**config.mk**
```make
export PLATFORM = sky130hd
export DESIGN_NAME = trial_division_factorizer_top_flat
export DESIGN_NICKNAME = d
export VERILOG_FILES = /design/src/rtl/tdf_pkg.sv /design/src/rtl/tdf_if.sv /design/src/rtl/tdf_divider.sv /design/src/rtl/tdf_datapath.sv /design/src/rtl/tdf_ctrl.sv /design/src/rtl/trial_division_factorizer_top.sv /design/src/flat_wrapper.sv
export SDC_FILE = /design/constraint.sdc
export NUM_CORES = 1
export LEC_CHECK = 0
export BUFFER_PORTS_ARGS = -buffer_cell sky130_fd_sc_hd__buf_4
export CAP_MARGIN = 20
export CORE_ASPECT_RATIO = 0.8
export CORE_MARGIN = 4
export CORE_UTILIZATION = 65
export CTS_CLUSTER_DIAMETER = 30
export CTS_CLUSTER_SIZE = 16
export DETAILED_ROUTE_END_ITERATION = 6
export MAX_ROUTING_LAYER = met4
export PLACE_DENSITY = 0.93
export SYNTH_ARGS = -nofsm -noshare
export SYNTH_HDL_FRONTEND = slang
export SYNTH_SLANG_ARGS = --single-unit
export TNS_END_PERCENT = 5
```
**constraint.sdc**
```tcl
create_clock -name clk_i -period 6.9 [get_ports clk_i]
set_input_delay 0.345 -clock clk_i [delete_from_list [all_inputs] [get_ports clk_i]]
set_output_delay 0.345 -clock clk_i [all_outputs]
set_load 0.02 [all_outputs]
```
**src/rtl/tdf_pkg.sv**
```systemverilog
// Package for the trial division factorizer: widths, reset constants and the
// command and status structs between controller and datapath. No dependencies.
`default_nettype none

package tdf_pkg;

  localparam int unsigned VALUE_WIDTH   = 14;
  localparam int unsigned LIMIT_RESET   = 10000;
  localparam int unsigned FIRST_DIVISOR = 2;

  typedef struct packed {
    logic load_in;
    logic emit_err;
    logic emit_rem;
    logic emit_div;
    logic div_start;
    logic inc_div;
  } tdf_cmd_t;

  typedef struct packed {
    logic bad_in;
    logic sq_gt_rem;
    logic div_done;
    logic rem_zero;
    logic quot_one;
    logic out_free;
  } tdf_status_t;

endpackage

`default_nettype wire

```
**src/rtl/tdf_if.sv**
```systemverilog
// Channel interfaces of the trial division factorizer: input, result and
// configuration write. Depends on tdf_pkg for the default width.
`default_nettype none

interface tdf_in_if #(
  parameter int unsigned VALUE_WIDTH = tdf_pkg::VALUE_WIDTH
);
  logic                   valid;
  logic                   ready;
  logic [VALUE_WIDTH-1:0] value;

  modport source (output valid, output value, input ready);
  modport sink   (input valid, input value, output ready);
endinterface

interface tdf_out_if #(
  parameter int unsigned VALUE_WIDTH = tdf_pkg::VALUE_WIDTH
);
  logic                   valid;
  logic                   ready;
  logic [VALUE_WIDTH-1:0] factor;
  logic                   last;
  logic                   error;

  modport source (output valid, output factor, output last, output error, input ready);
  modport sink   (input valid, input factor, input last, input error, output ready);
endinterface

interface tdf_cfg_if #(
  parameter int unsigned VALUE_WIDTH = tdf_pkg::VALUE_WIDTH
);
  logic                   valid;
  logic                   ready;
  logic [VALUE_WIDTH-1:0] data;

  modport source (output valid, output data, input ready);
  modport sink   (input valid, input data, output ready);
endinterface

`default_nettype wire

```
**src/rtl/tdf_divider.sv**
```systemverilog
// Restoring divider that produces one quotient bit per cycle.
// Depends on tdf_pkg for the default width; quotient and remainder hold after done until the next start.
`default_nettype none

module tdf_divider #(
  parameter int unsigned VALUE_WIDTH = tdf_pkg::VALUE_WIDTH
) (
  input  wire logic                   clk_i,
  input  wire logic                   rst_ni,
  input  wire logic                   start_i,
  input  wire logic [VALUE_WIDTH-1:0] dividend_i,
  input  wire logic [VALUE_WIDTH-1:0] divisor_i,
  output logic                        done_o,
  output logic [VALUE_WIDTH-1:0]      quotient_o,
  output logic [VALUE_WIDTH-1:0]      remainder_o
);

  localparam int unsigned CntW = $clog2(VALUE_WIDTH + 1);

  logic [VALUE_WIDTH-1:0] acc_q, acc_d;
  logic [VALUE_WIDTH-1:0] quo_q, quo_d;
  logic [VALUE_WIDTH-1:0] den_q;
  logic [CntW-1:0]        cnt_q;
  logic                   busy_q;
  logic                   done_q;
  logic [VALUE_WIDTH:0]   shifted;
  logic [VALUE_WIDTH:0]   diff;

  always_comb begin
    shifted = {acc_q, quo_q[VALUE_WIDTH-1]};
    diff    = shifted - {1'b0, den_q};
    if (!diff[VALUE_WIDTH]) begin
      acc_d = diff[VALUE_WIDTH-1:0];
      quo_d = {quo_q[VALUE_WIDTH-2:0], 1'b1};
    end else begin
      acc_d = shifted[VALUE_WIDTH-1:0];
      quo_d = {quo_q[VALUE_WIDTH-2:0], 1'b0};
    end
  end

  always_ff @(posedge clk_i or negedge rst_ni) begin
    if (!rst_ni) begin
      busy_q <= 1'b0;
      done_q <= 1'b0;
      cnt_q  <= '0;
    end else begin
      done_q <= 1'b0;
      if (start_i) begin
        busy_q <= 1'b1;
        cnt_q  <= '0;
      end else if (busy_q) begin
        cnt_q <= cnt_q + CntW'(1);
        if (cnt_q == CntW'(VALUE_WIDTH - 1)) begin
          busy_q <= 1'b0;
          done_q <= 1'b1;
        end
      end
    end
  end

  always_ff @(posedge clk_i) begin
    if (start_i) begin
      acc_q <= '0;
      quo_q <= dividend_i;
      den_q <= divisor_i;
    end else if (busy_q) begin
      acc_q <= acc_d;
      quo_q <= quo_d;
    end
  end

  assign done_o      = done_q;
  assign quotient_o  = quo_q;
  assign remainder_o = acc_q;

endmodule

`default_nettype wire

```
**src/rtl/tdf_datapath.sv**
```systemverilog
// Datapath: limit register, cofactor, trial divisor and its square, the
// divider and the result register. Depends on tdf_pkg, tdf_if, tdf_divider.
`default_nettype none

module tdf_datapath #(
  parameter int unsigned VALUE_WIDTH = tdf_pkg::VALUE_WIDTH
) (
  input  wire logic                   clk_i,
  input  wire logic                   rst_ni,
  input  wire tdf_pkg::tdf_cmd_t      cmd_i,
  output tdf_pkg::tdf_status_t        status_o,
  input  wire logic [VALUE_WIDTH-1:0] value_i,
  tdf_cfg_if.sink                     cfg_i,
  tdf_out_if.source                   out_o
);

  localparam int unsigned SqW = 2 * VALUE_WIDTH;
  localparam logic [VALUE_WIDTH-1:0] LimitReset = VALUE_WIDTH'(tdf_pkg::LIMIT_RESET);
  localparam logic [VALUE_WIDTH-1:0] FirstDiv   = VALUE_WIDTH'(tdf_pkg::FIRST_DIVISOR);
  localparam logic [SqW-1:0]         FirstSq    =
    SqW'(tdf_pkg::FIRST_DIVISOR * tdf_pkg::FIRST_DIVISOR);

  logic [VALUE_WIDTH-1:0] limit_q;
  logic [VALUE_WIDTH-1:0] rem_q;
  logic [VALUE_WIDTH-1:0] div_q;
  logic [SqW-1:0]         sq_q;
  logic                   out_valid_q;
  logic [VALUE_WIDTH-1:0] factor_q;
  logic                   last_q;
  logic                   error_q;
  logic                   dv_done;
  logic [VALUE_WIDTH-1:0] dv_quot;
  logic [VALUE_WIDTH-1:0] dv_rem;
  logic                   emit;

  tdf_divider #(.VALUE_WIDTH(VALUE_WIDTH)) u_divider (
    .clk_i       (clk_i),
    .rst_ni      (rst_ni),
    .start_i     (cmd_i.div_start),
    .dividend_i  (rem_q),
    .divisor_i   (div_q),
    .done_o      (dv_done),
    .quotient_o  (dv_quot),
    .remainder_o (dv_rem)
  );

  assign cfg_i.ready = 1'b1;
  assign emit = cmd_i.emit_err | cmd_i.emit_rem | cmd_i.emit_div;

  always_ff @(posedge clk_i or negedge rst_ni) begin
    if (!rst_ni) begin
      limit_q     <= LimitReset;
      rem_q       <= '0;
      div_q       <= FirstDiv;
      sq_q        <= FirstSq;
      out_valid_q <= 1'b0;
    end else begin
      if (cfg_i.valid) begin
        limit_q <= cfg_i.data;
      end
      if (cmd_i.load_in) begin
        rem_q <= value_i;
        div_q <= FirstDiv;
        sq_q  <= FirstSq;
      end else if (cmd_i.inc_div) begin
        div_q <= div_q + VALUE_WIDTH'(1);
        sq_q  <= sq_q + {{(SqW - VALUE_WIDTH - 1){1'b0}}, div_q, 1'b1};
      end else if (cmd_i.emit_div) begin
        rem_q <= dv_quot;
      end else if (cmd_i.emit_err | cmd_i.emit_rem) begin
        rem_q <= cmd_i.emit_err ? '0 : VALUE_WIDTH'(1);
      end
      if (emit) begin
        out_valid_q <= 1'b1;
      end else if (out_o.ready) begin
        out_valid_q <= 1'b0;
      end
    end
  end

  always_ff @(posedge clk_i) begin
    if (cmd_i.emit_err) begin
      factor_q <= '0;
      last_q   <= 1'b1;
      error_q  <= 1'b1;
    end else if (cmd_i.emit_rem) begin
      factor_q <= rem_q;
      last_q   <= 1'b1;
      error_q  <= 1'b0;
    end else if (cmd_i.emit_div) begin
      factor_q <= div_q;
      last_q   <= (dv_quot == VALUE_WIDTH'(1));
      error_q  <= 1'b0;
    end
  end

  always_comb begin
    status_o.bad_in    = (rem_q <= VALUE_WIDTH'(1)) || (rem_q > limit_q);
    status_o.sq_gt_rem = sq_q > {{(SqW - VALUE_WIDTH){1'b0}}, rem_q};
    status_o.div_done  = dv_done;
    status_o.rem_zero  = (dv_rem == '0);
    status_o.quot_one  = (dv_quot == VALUE_WIDTH'(1));
    status_o.out_free  = !out_valid_q || out_o.ready;
  end

  assign out_o.valid  = out_valid_q;
  assign out_o.factor = factor_q;
  assign out_o.last   = last_q;
  assign out_o.error  = error_q;

endmodule

`default_nettype wire

```
**src/rtl/tdf_ctrl.sv**
```systemverilog
// Controller state machine that sequences range check, square test, division
// and result transfers. Depends on tdf_pkg.
`default_nettype none

module tdf_ctrl (
  input  wire logic                 clk_i,
  input  wire logic                 rst_ni,
  input  wire logic                 in_valid_i,
  output logic                      in_ready_o,
  input  wire tdf_pkg::tdf_status_t status_i,
  output tdf_pkg::tdf_cmd_t         cmd_o
);

  typedef enum logic [2:0] {
    S_IDLE,
    S_START,
    S_TEST,
    S_DIV,
    S_FOUND
  } state_e;

  state_e state_q, state_d;
  logic   in_ready_q;

  always_comb begin
    state_d = state_q;
    cmd_o   = '0;
    case (state_q)
      S_IDLE: begin
        if (in_valid_i && in_ready_q) begin
          cmd_o.load_in = 1'b1;
          state_d       = S_START;
        end
      end
      S_START: begin
        if (!status_i.bad_in) begin
          state_d = S_TEST;
        end else if (status_i.out_free) begin
          cmd_o.emit_err = 1'b1;
          state_d        = S_IDLE;
        end
      end
      S_TEST: begin
        if (!status_i.sq_gt_rem) begin
          cmd_o.div_start = 1'b1;
          state_d         = S_DIV;
        end else if (status_i.out_free) begin
          cmd_o.emit_rem = 1'b1;
          state_d        = S_IDLE;
        end
      end
      S_DIV: begin
        if (status_i.div_done) begin
          if (status_i.rem_zero) begin
            state_d = S_FOUND;
          end else begin
            cmd_o.inc_div = 1'b1;
            state_d       = S_TEST;
          end
        end
      end
      S_FOUND: begin
        if (status_i.out_free) begin
          cmd_o.emit_div = 1'b1;
          state_d        = status_i.quot_one ? S_IDLE : S_TEST;
        end
      end
      default: begin
        state_d = S_IDLE;
      end
    endcase
  end

  always_ff @(posedge clk_i or negedge rst_ni) begin
    if (!rst_ni) begin
      state_q    <= S_IDLE;
      in_ready_q <= 1'b1;
    end else begin
      state_q    <= state_d;
      in_ready_q <= (state_d == S_IDLE);
    end
  end

  assign in_ready_o = in_ready_q;

  a_emit_needs_room: assert property (@(posedge clk_i) disable iff (!rst_ni)
    (cmd_o.emit_err || cmd_o.emit_rem || cmd_o.emit_div) |-> status_i.out_free)
    else $error("result loaded while the output register is occupied");

  a_one_emit: assert property (@(posedge clk_i) disable iff (!rst_ni)
    $onehot0({cmd_o.emit_err, cmd_o.emit_rem, cmd_o.emit_div}))
    else $error("more than one result loaded in a cycle");

  a_done_in_div: assert property (@(posedge clk_i) disable iff (!rst_ni)
    status_i.div_done |-> (state_q == S_DIV))
    else $error("divider finished outside the division state");

  a_start_after_accept: assert property (@(posedge clk_i) disable iff (!rst_ni)
    cmd_o.load_in |=> (state_q == S_START) && !in_ready_o)
    else $error("accepted item did not start its range check");

endmodule

`default_nettype wire

```
**src/rtl/trial_division_factorizer_top.sv**
```systemverilog
// Top level of the trial division factorizer: controller plus datapath.
// Depends on tdf_pkg, tdf_if, tdf_ctrl and tdf_datapath.
//
//   channel  direction  fields               transfer when
//   in_i     sink       value                in_i.valid && in_i.ready
//   out_o    source     factor, last, error  out_o.valid && out_o.ready
//   cfg_i    sink       data (upper_limit)   cfg_i.valid && cfg_i.ready
//
// Each trial divisor is tested with the one-bit-per-cycle divider.
// The divisors tried for an item number at most about sqrt(value).
// A new item is taken once the previous one has loaded its last result.
// A full output register stalls the controller only when it has a result to load.
// Reset is asynchronous and active low; the limit returns to 10000.
`default_nettype none

module trial_division_factorizer_top #(
  parameter int unsigned VALUE_WIDTH = tdf_pkg::VALUE_WIDTH
) (
  input  wire logic clk_i,
  input  wire logic rst_ni,
  tdf_in_if.sink    in_i,
  tdf_out_if.source out_o,
  tdf_cfg_if.sink   cfg_i
);

  tdf_pkg::tdf_cmd_t    cmd;
  tdf_pkg::tdf_status_t status;

  tdf_ctrl u_ctrl (
    .clk_i      (clk_i),
    .rst_ni     (rst_ni),
    .in_valid_i (in_i.valid),
    .in_ready_o (in_i.ready),
    .status_i   (status),
    .cmd_o      (cmd)
  );

  tdf_datapath #(.VALUE_WIDTH(VALUE_WIDTH)) u_datapath (
    .clk_i    (clk_i),
    .rst_ni   (rst_ni),
    .cmd_i    (cmd),
    .status_o (status),
    .value_i  (in_i.value),
    .cfg_i    (cfg_i),
    .out_o    (out_o)
  );

endmodule

`default_nettype wire
```
**src/flat_wrapper.sv**
```systemverilog
// flat-port wrapper written by rule: the top's interface ports become plain ports
module trial_division_factorizer_top_flat 
#(
  parameter int unsigned VALUE_WIDTH = tdf_pkg::VALUE_WIDTH
)
  (clk_i, rst_ni, in_i_valid, in_i_value, in_i_ready, out_o_valid, out_o_factor, out_o_last, out_o_error, out_o_ready, cfg_i_valid, cfg_i_data, cfg_i_ready);
  tdf_in_if #(.VALUE_WIDTH(VALUE_WIDTH)) in_i_i ();
  tdf_out_if #(.VALUE_WIDTH(VALUE_WIDTH)) out_o_i ();
  tdf_cfg_if #(.VALUE_WIDTH(VALUE_WIDTH)) cfg_i_i ();
  input  wire logic clk_i;
  input  wire logic rst_ni;
  input wire logic [$bits(in_i_i.valid)-1:0] in_i_valid;
  input wire logic [$bits(in_i_i.value)-1:0] in_i_value;
  output wire logic [$bits(in_i_i.ready)-1:0] in_i_ready;
  output wire logic [$bits(out_o_i.valid)-1:0] out_o_valid;
  output wire logic [$bits(out_o_i.factor)-1:0] out_o_factor;
  output wire logic [$bits(out_o_i.last)-1:0] out_o_last;
  output wire logic [$bits(out_o_i.error)-1:0] out_o_error;
  input wire logic [$bits(out_o_i.ready)-1:0] out_o_ready;
  input wire logic [$bits(cfg_i_i.valid)-1:0] cfg_i_valid;
  input wire logic [$bits(cfg_i_i.data)-1:0] cfg_i_data;
  output wire logic [$bits(cfg_i_i.ready)-1:0] cfg_i_ready;
  assign in_i_i.valid = in_i_valid;
  assign in_i_i.value = in_i_value;
  assign in_i_ready = in_i_i.ready;
  assign out_o_valid = out_o_i.valid;
  assign out_o_factor = out_o_i.factor;
  assign out_o_last = out_o_i.last;
  assign out_o_error = out_o_i.error;
  assign out_o_i.ready = out_o_ready;
  assign cfg_i_i.valid = cfg_i_valid;
  assign cfg_i_i.data = cfg_i_data;
  assign cfg_i_ready = cfg_i_i.ready;
  trial_division_factorizer_top #(.VALUE_WIDTH(VALUE_WIDTH)) u_core (.clk_i(clk_i), .rst_ni(rst_ni), .in_i(in_i_i), .out_o(out_o_i), .cfg_i(cfg_i_i));
endmodule
```
==> flow_summary.toml, run 1 <==
[status]
status = "complete, no violations"

[sta]
max_freq_mhz = 266.9
slew_viol_final = 0
rsz0062_at_grt = "no"
period_needed_ns = 3.747
period_share_pct = 54.30
final.setup_skew_ns = 0.008667
fin_hold_ws_ns = 0.1293
final.setup.worst_slack_ns = 3.154
hold_viol = 0
tightestPinTransition_ns = 0.8680
setup_viol = 0
max_slew_margin_pct = 41.89
setup_tns_ns = 0

[logic_synthesis]
syn_inst = 847
post-synth-top-area-cell = "dfrtp_1"
ys_ff_latch = 139
synth_top_family_by_area = "simple AND/OR/NAND/NOR gates"
synth_most_common_cell = "nand2_1"
synth_top_area_share_pct = 22.74
synthXorXnorAreaFrac_pct = 4.144
synthAdderAreaFrac_pct = 9.690
ys_types = 71
syn_area_um2 = 8031
async_reset_ff_share_pct = 58.27
synth_fp_nets = 941
synth.avg_cell_area_um2 = 9.482
yosysWarnings = 0
synth-compound-area-share_pct = 17.07
synthTopCellsByCount = "89 x nand2_1, 73 x dfrtp_1, 68 x nor2_1"
synthMuxAreaShare_pct = 3.365
yosysSeqAreaShare_pct = 43.31
synthFlopType = "dfrtp_1"
synth_edf_count = 28
synth_area_leaders = "dfrtp_1 23%, edfxtp_1 10%, ha_1 9.2%"
synth-simple-area-share_pct = 17.31

[power_and_ir_drop]
p_leak_nw = 4.262
powerDensity_nw_per_um2 = 427.8
power_switching_share_pct = 38.30
pwr-share-seq_pct = 34.0
ir_drop_mv = 0.2634
combPwrFrac_pct = 40.9
power_frac_clock_pct = 25.1
p_sw_mw = 1.506
p_int_mw = 2.427

[layout]
fin_nets = 985
fin_area_um2 = 9193
fin_util_pct = 75.87
diodes = 0
layout-drive-gt1-share_pct = 15.15
synthToLayoutAreaGrowth_pct = 14.46

[clocking]
htree_levels = 4
cts_buffers = 17
path_clk_slew_ns = 0.06
cts-root-buf = "clkbuf_16"
clockBufferDepth = 2
cts-resized-gates = 0
clock-sinks = 139
clk_latency_ns = 0.42
cts_tree = "yes"

[global_routing]
grt_pass1_vias = 6835
track_usage_pct = 32.42
overflow = 0
grt_max_degree = 82
antenna_found_initial = 0
grt_pass1_wl_um = 35400

[placement]
pre_cts_ws_ns = 3.381
dp.final_hpwl_um = 13970
place_area_um2 = 8503
gp_congestion = 0.9381
io_buffer_count = 50

[detailed_routing]
drtIter0Drc = 941
wirelength_um = 22020
via_per_inst = 6.743
routedWlPerCell_um = 20.85
ant_nets = 0
vias = 7121
drc = 0
first_pass_iters = 7

[critical_path]
start_kind = "register"
crit_path_end_kind = "register"
cp.arrival_ns = 4.10
worstSetupPathType = "register to register"
worst_ep_required_time_ns = 7.25
crit_fanout = 32

[floorplan]
die_h_um = 107.4
core.rowCount = 36
coreArea_um2 = 12120
start_util_pct = 66.28
ios = 52
dieArea_um2 = 14210
fp.dieW_um = 132.3

[min_path]
hp-class = "input pin to register"

[run]
max_cap_violations = 0
==> power groups by stage <==
stage | Combinational, mW | Sequential, mW | Clock (mW)
2_1_floorplan | 1.16 | 1.28 | 0
3_3_place_gp | 1.44 | 1.32 | 0
3_5_place_dp | 1.51 | 1.33 | 0
4_1_cts | 1.56 | 1.32 | 0.987
5_1_grt | 1.76 | 1.35 | 1.02
6_report | 1.61 | 1.34 | 0.988
==> sequential cells by signal, indices dropped and copies added, names as in the netlist <==
signal / cells
u_core.u_datapath.limit_q: 14
u_core.u_datapath.rem_q: 14
u_core.u_datapath.out_o.last: 1
u_core.u_datapath.u_divider.done_o: 1
u_core.u_datapath.sq_q: 28
u_core.u_datapath.u_divider.den_q: 14
u_core.u_datapath.out_o.error: 1
u_core.u_datapath.u_divider.remainder_o: 14
u_core.u_datapath.out_o.factor: 14
u_core.u_ctrl.in_ready_o: 1
u_core.u_datapath.u_divider.cnt_q: 4
u_core.u_datapath.div_q: 14
u_core.u_datapath.u_divider.busy_q: 1
u_core.u_datapath.u_divider.quotient_o: 14
u_core.u_ctrl.state_q: 3
u_core.u_datapath.out_o.valid: 1
==> layer usage <==
layer	share of wire [%]	wire, um	track usage [%]	vias up
met5	0	0	-	-
met3	11	2396	7.991	112
met4	4.9	1077	14.54	0
li1	-	-	-	3157
met2	45	9979	50.18	489
met1	39	8562	40.93	3363
==> worst paths after layout <==
kind / end / from / cells after the start / slack, ns
max reg2reg: u_core.u_datapath.rem_q[12]$_DFFE_PN0P_ / u_core.u_datapath.rem_q[12]$_DFFE_PN0P_ / 10 / 3.15
min in group asynchronous: u_core.u_datapath.div_q[3]$_DFFE_PN0P_ / rst_ni / 2 / 0.35
max in group asynchronous: u_core.u_ctrl.in_ready_o$_DFF_PN1_ / rst_ni / 3 / 5.90
max: u_core.u_datapath.rem_q[12]$_DFFE_PN0P_ / u_core.u_datapath.rem_q[12]$_DFFE_PN0P_ / 10 / 3.15
min reg2reg: u_core.u_datapath.out_o.factor[1]$_SDFFE_PP0P_ / u_core.u_datapath.out_o.factor[1]$_SDFFE_PP0P_ / 2 / 0.52
min: u_core.u_datapath.limit_q[7]$_DFFE_PN0P_ / cfg_i_data[7] / 3 / 0.13
==> layout by cell type (no fill, tap or decap), drive strengths merged, types with 4 or more instances in the layout <==
cell type / n
nand2: 89
dfrtp: 73
nor2: 68
inv: 66
o21ai: 60
ha: 59
buf: 59
a21oi: 41
nand3: 32
dfxtp: 30
edfxtp: 28
xor2: 21
clkbuf: 20
a211oi: 18
xnor2: 17
mux2: 16
a222oi: 13
nor3: 13
nand2b: 12
nor4: 12
a21o: 11
or3: 11
a311oi: 11
nand4: 10
o211ai: 9
mux2i: 9
o21a: 8
dfstp: 8
o31ai: 7
nor2b: 6
or2: 6
and3: 6
clkinv: 5
and4: 4
a31oi: 4
==> cell type report <==
cell class              instances  area, um^2
inverters                      63       236.5
repair buffers                 60       480.5
fillers                       726        2924
multi-input cells             610        4170
clock buffers                  20       479.2
clock inverters                12       157.7
well taps                     152       190.2
flip-flops and latches        139        3478
==> worst max-delay path: stages (launching register included) <==
cell	delay [ns]
dfrtp_1	0.46
inv_1	0.09
ha_1	0.32
nand4_1	0.11
nor4_2	0.28
nand2_1	0.14
or4_4	0.57
nand4b_2	0.52
nor4b_4	0.83
a222oi_1	0.23
inv_1	0.12
==> stage by stage <==
step                std cells  power, mW
CTS                      1053      3.866
floorplan                 847      2.445
finish                   1056      3.933
detailed placement       1021      2.838
global route             1056      4.125
global placement         1021      2.762
==> cells by family after synthesis <==
| kind of cell | count (synthesis) |
|---|---|
| xor+xnor | 38 |
| mux | 25 |
| buf+inv | 98 |
| flops | 139 |
| fa+ha+maj | 61 |
| other cells | 1 |
| simple gates | 281 |
| compound gates | 204 |
==> repair_timing <==
item | CTS | global route
endpoints found under the hold margin | 0 | 14
setup buffers | 0 | 0
hold buffers | 0 | 1
Note: power is estimated with default switching activity, not from simulation.
==> inputs of run 2 (changes only) <==
- ABC_AREA: not set -> 1
- CORE_UTILIZATION: 65 -> 62
- PLACE_DENSITY: 0.93 -> 0.89
- clock period: 6.9 -> 3.9 ns (I/O delays scaled with it)
==> run 2 against run 1 <==
Effect of this change: final cell count grew 35%; power grew 110%; non-clock buffer count grew 8; critical path type unchanged; highest routed layer unchanged.
==> flow_summary.toml, run 2 <==
[sta]
max_freq_mhz = 319.2
period_needed_ns = 3.132
final.setup_skew_ns = 0.008177
max_slew_margin_pct = 43.13
hold_viol = 0
period_share_pct = 80.32
rsz0062_at_grt = "no"
setup_viol = 0
tightestPinTransition_ns = 0.8511
slew_viol_final = 0
setup_tns_ns = 0

[logic_synthesis]
synthTopCellsByCount = "335 x nand2_1, 165 x inv_1, 85 x nand3_1"
synth_most_common_cell = "nand2_1"
synth_area_leaders = "dfrtp_1 21%, nand2_1 14%, edfxtp_1 9.6%"
ys_ff_latch = 139
post-synth-top-area-cell = "dfrtp_1"
synthFlopType = "dfrtp_1"
synth.avg_cell_area_um2 = 7.454
synth_fp_nets = 1266
syn_inst = 1172
synth_edf_count = 28
async_reset_ff_share_pct = 58.27
yosysWarnings = 0
ys_types = 49
yosysSeqAreaShare_pct = 39.82
synth_top_area_share_pct = 20.91
syn_area_um2 = 8736

[critical_path]
crit_fanout = 29
crit_path_end_kind = "register"
start_kind = "register"
cp.arrival_ns = 3.50
crit_chain = "inv_1 -> ha_1 -> nand2_1 -> nor2_2 -> inv_1 -> nor2_2 -> nand4_1 -> nand2_1 -> nand2_2 -> nand2_1 -> nor2_2 -> nor2_4 -> nand3_1 -> nand2_1"
crit_path_max_incr_delay_ns = 0.69
worst_ep_required_time_ns = 4.27
worstSetupPathType = "register to register"
crit_path_frequent_cell = "nand2_1"
crit_slowest_cell = "nor2_4"

[floorplan]
fp.dieW_um = 140.7
die_h_um = 114.2
core.rowCount = 38
ios = 52
dieArea_um2 = 16060
coreArea_um2 = 13690
start_util_pct = 63.80

[placement]
dp.final_hpwl_um = 17570
io_buffer_count = 50
post-place-cells = 1377
gp_congestion = 0.9638

[power_and_ir_drop]
ir_drop_mv = 0.5517
p_leak_nw = 5.005
powerDensity_nw_per_um2 = 831.1

[clocking]
clock-sinks = 139
post_cts_buffers = 0
cts-root-buf = "clkbuf_16"
cts-resized-gates = 0
clk_latency_ns = 0.43
htree_levels = 4
clockBufferDepth = 2
path_clk_slew_ns = 0.06
cts_tree = "yes"
cts_buffers = 17

[detailed_routing]
drtIter0Drc = 823
vias = 8393
first_pass_iters = 6
wirelength_um = 25260
via_per_inst = 5.898
drc = 0
routedWlPerCell_um = 17.75
ant_nets = 0

[layout]
finalNonFillerCells = 1423
register_area_um2 = 3478
nFillCells = 963
diodes = 0
largest_reg_flops = 28
layout-drive-gt1-share_pct = 11.42
fin_nets = 1324
synthToLayoutAreaGrowth_pct = 13.89
layout_commonest_cell = "nand2_1"
regMostFlops = "u_core.u_datapath.sq_q"
multi_input_area_um2 = 4433
layout_common_cells = "335 x nand2_1, 165 x inv_1, 85 x nand3_1"

[global_routing]
antenna_found_initial = 0
overflow = 0
grt_max_degree = 82
track_usage_pct = 33.25
grt_pass1_vias = 8144
grt_pass1_wl_um = 41080

[min_path]
hp-class = "input pin to register"

[run]
max_cap_violations = 0

[status]
status = "complete, no violations"
==> run 2: repair_timing <==
item | in CTS | in global routing
hold endpoints to repair | 12 | 76
setup endpoints to repair | 0 | 0
hold buffers | 12 | 1
==> run 2: power by group <==
group / total [mW] / internal [mW] / leakage (nW) / switching (mW)
combinational: 4.15 / 1.39 / 3.12 / 2.77
sequential: 2.45 / 2.04 / 1.60 / 0.407
clock: 1.67 / 1.01 / 0.287 / 0.663
==> run 2: final timing paths <==
path / from / cells after the start / end / slack, ns
setup / recovery: u_core.u_datapath.limit_q[13]$_DFFE_PN1P_ / 14 / u_core.u_datapath.rem_q[10]$_DFFE_PN0P_ / 0.77
min in group asynchronous: rst_ni / 2 / u_core.u_datapath.limit_q[12]$_DFFE_PN0P_ / 0.14
hold reg to reg: u_core.u_datapath.out_o.factor[8]$_SDFFE_PP0P_ / 2 / u_core.u_datapath.out_o.factor[8]$_SDFFE_PP0P_ / 0.46
hold / removal: cfg_i_data[0] / 2 / u_core.u_datapath.limit_q[0]$_DFFE_PN0P_ / 0.0006
max in group asynchronous: rst_ni / 3 / u_core.u_datapath.sq_q[2]$_DFFE_PN1P_ / 3.08
setup reg to reg: u_core.u_datapath.limit_q[13]$_DFFE_PN1P_ / 14 / u_core.u_datapath.rem_q[10]$_DFFE_PN0P_ / 0.77
==> run 2: critical path: cells and delay by family (launching register included) <==
family                   cells  cell delay (ns)
adder cells (fa/ha/maj)      1             0.30
buffers and inverters        2             0.14
flip-flops                   1             0.52
AND/OR/NAND/NOR             11             2.08
==> run 2: per-stage QoR <==
step / hold slack [ns] / worst slack (ns) / power (mW) / utilization [%] / area, um^2
2_1_floorplan: -0.1006 / 1.573 / 5.444 / - / 8736
3_5_place_dp: 0.4115 / 1.009 / 6.376 / 67.12 / 9191
6_report: 0.0005851 / 0.7676 / 8.269 / 72.66 / 9950
4_1_cts: 0.004389 / 0.9215 / 8.135 / 72.39 / 9912
5_1_grt: 0.002651 / 0.6402 / 8.855 / 72.66 / 9950
3_3_place_gp: 0.4051 / 1.120 / 6.207 / 67.12 / 9191
==> run 2: layout make-up <==
cell class	count	share of cell area (%)
inverters	173	6.527
repair buffers	68	5.659
clock buffers	18	4.313
multi-input cells	831	44.55
well taps	180	2.264
flip-flops and latches	139	34.96
clock inverters	14	1.723
==> run 2: kinds of logic after synthesis <==
group | share of synthesized area [%]
DFF | 39.82
muxes | 0.1289
AOI/OAI and AO/OA | 9.496
xor gates and xnor gates | 2.406
buffers and inverters | 9.439
other | 0.04293
adders and majority gates | 8.909
and+or+nand+nor | 29.76
==> run 2: routing by layer <==
metal	track usage [%]	share of wire, %
met5	-	0
met4	12.27	3.2
met3	9.019	11
met2	50.32	45
met1	43.23	41
==> inputs of run 3 (changes only) <==
- clock period: 3.9 -> 3.1 ns (I/O delays scaled with it)
==> run 3 against run 2 <==
Effect of this change: cell area rose by 0.18%; global-route usage down 1.5 points; sequential share of layout area is 0.061 points lower; count of clock-buffer cells in the layout down 1; wire length is 4.3% lower; maximum frequency rose by 10%; worst setup slack got worse by 0.50 ns; critical path type unchanged; critical endpoint is now u_core.u_datapath.rem_q[0]$_DFFE_PN0P_; highest routed layer unchanged.
==> flow_summary.toml, run 3 (synthesis results as in run 2) <==
[status]
status = "complete, no violations"

[power_and_ir_drop]
combPwrFrac_pct = 50.8
power_mw = 10.34
p_leak_nw = 5.023
powerDensity_nw_per_um2 = 1037
pwr-share-seq_pct = 29.5
p_sw_mw = 4.853
ir_drop_mv = 0.7694
power_frac_clock_pct = 19.8
p_int_mw = 5.486
power_switching_share_pct = 46.94

[layout]
synthToLayoutAreaGrowth_pct = 14.09
multi_input_area_um2 = 4433
layout_common_cells = "335 x nand2_1, 165 x inv_1, 85 x nand3_1"
register_area_um2 = 3478
largest_reg_flops = 28
layout_commonest_cell = "nand2_1"
nFillCells = 982
regMostFlops = "u_core.u_datapath.sq_q"
fin_nets = 1331
fin_area_um2 = 9967
diodes = 0
layout-drive-gt1-share_pct = 11.76
finalNonFillerCells = 1430

[detailed_routing]
first_pass_iters = 6
ant_nets = 0
routedWlPerCell_um = 16.91
via_per_inst = 5.787
drtIter0Drc = 1032
vias = 8276
wirelength_um = 24180
drc = 0

[placement]
post-place-cells = 1383
dp.final_hpwl_um = 17110
place_area_um2 = 9236
gp_congestion = 1.000
io_buffer_count = 50

[floorplan]
die_h_um = 114.2
start_util_pct = 63.80
coreArea_um2 = 13690
fp.dieW_um = 140.7
core.rowCount = 38
ios = 52
dieArea_um2 = 16060

[clocking]
clockBufferDepth = 2
clock-sinks = 139
cts-root-buf = "clkbuf_16"
cts_tree = "yes"
path_clk_slew_ns = 0.07
htree_levels = 4
cts_buffers = 17
clk_latency_ns = 0.43

[global_routing]
track_usage_pct = 31.77
grt_busiest_layer = "met2"
grt_pass1_vias = 7852
grt_pass1_wl_um = 39520
use_met2_pct = 47.03
overflow = 0
use_met1_pct = 44.87
antenna_found_initial = 0
met3_usage_pct = 6.764
grt_max_degree = 54

[sta]
setup_viol = 0
setup_tns_ns = 0
period_share_pct = 91.48
tightestPinTransition_ns = 0.7444
slew_viol_final = 0
hold_viol = 0
rsz0062_at_grt = "no"
period_needed_ns = 2.836
max_slew_margin_pct = 50.37
max_freq_mhz = 352.6
final.setup_skew_ns = 0.01884

[critical_path]
crit_path_end_kind = "register"
crit_fanout = 21
worst_ep_required_time_ns = 3.47
worstSetupPathType = "register to register"
cp.arrival_ns = 3.21
start_kind = "register"

[run]
max_cap_violations = 0

[min_path]
hp-class = "input pin to register"
## run 3: cell count changes in the layout (fill, tap and decap cells not counted), sizes merged
cell,change
clkinvlp,-1
buf,+5
clkbuf,-1
clkinv,-2
dlygate4sd3,+2
bufinv,-2
inv,+6
## run 3: through the flow
step                setup WS [ns]  util (%)  hold WS, ns
floorplan                  0.7732         -      -0.1406
global placement           0.4713     67.45       0.2555
detailed placement         0.4208     67.45       0.2607
CTS                        0.3813     72.79     0.008524
global route               0.1499     72.79      0.02128
finish                     0.2642     72.79     0.006790
## run 3: repair_timing
action,4_1_cts,5_1_grt
buffers inserted,0,0
resized for setup,0,0
hold buffers,15,0
endpoints found under the setup margin,0,0
endpoints found under the hold margin,60,0
## run 3: metal layers
metal	up-vias	wire (um)
met4	0	392
met3	54	2806
met1	3798	10340
li1	3945	-
met5	-	0
met2	479	10640
## run 3: power groups by stage
stage | Clock (mW) | Combinational (mW) | Sequential, mW
finish | 2.04 | 5.25 | 3.05
global route | 2.12 | 5.87 | 3.09
CTS | 2.04 | 5.15 | 3.02
detailed placement | 0 | 5.02 | 3.04
global placement | 0 | 4.81 | 3.02
floorplan | 0 | 3.83 | 3.01
## run 3: cell type report
class                   instances  area share, %
repair buffers                 75          6.026
well taps                     180          2.260
inverters                     173          6.515
clock buffers                  17          4.268
multi-input cells             831          44.48
flip-flops and latches        139          34.90
clock inverters                15          1.557
## run 3: final timing paths
path	startpoint	to	slack (ns)	depth (start not counted)
min in group asynchronous	rst_ni	u_core.u_datapath.limit_q[0]$_DFFE_PN0P_	0.33	2
min reg2reg	u_core.u_datapath.out_o.factor[0]$_SDFFE_PP0P_	u_core.u_datapath.out_o.factor[0]$_SDFFE_PP0P_	0.46	2
max	u_core.u_datapath.limit_q[13]$_DFFE_PN1P_	u_core.u_datapath.rem_q[0]$_DFFE_PN0P_	0.26	15
min	in_i_value[3]	u_core.u_datapath.rem_q[3]$_DFFE_PN0P_	0.007	5
max in group asynchronous	rst_ni	u_core.u_datapath.sq_q[2]$_DFFE_PN1P_	1.98	3
max reg2reg	u_core.u_datapath.limit_q[13]$_DFFE_PN1P_	u_core.u_datapath.rem_q[0]$_DFFE_PN0P_	0.26	15
## run 3: worst max-delay path, cell delays in order, from the launching register on
cell	delay, ns
dfstp_2	0.52
inv_1	0.05
ha_1	0.29
nand2_1	0.09
nor2_2	0.13
inv_1	0.08
nor2_2	0.21
nand4_1	0.21
nand2_1	0.14
nand2_2	0.09
nand2_1	0.09
nor2_2	0.05
nor2_4	0.27
buf_4	0.33
nand3_1	0.12
nand2_1	0.09
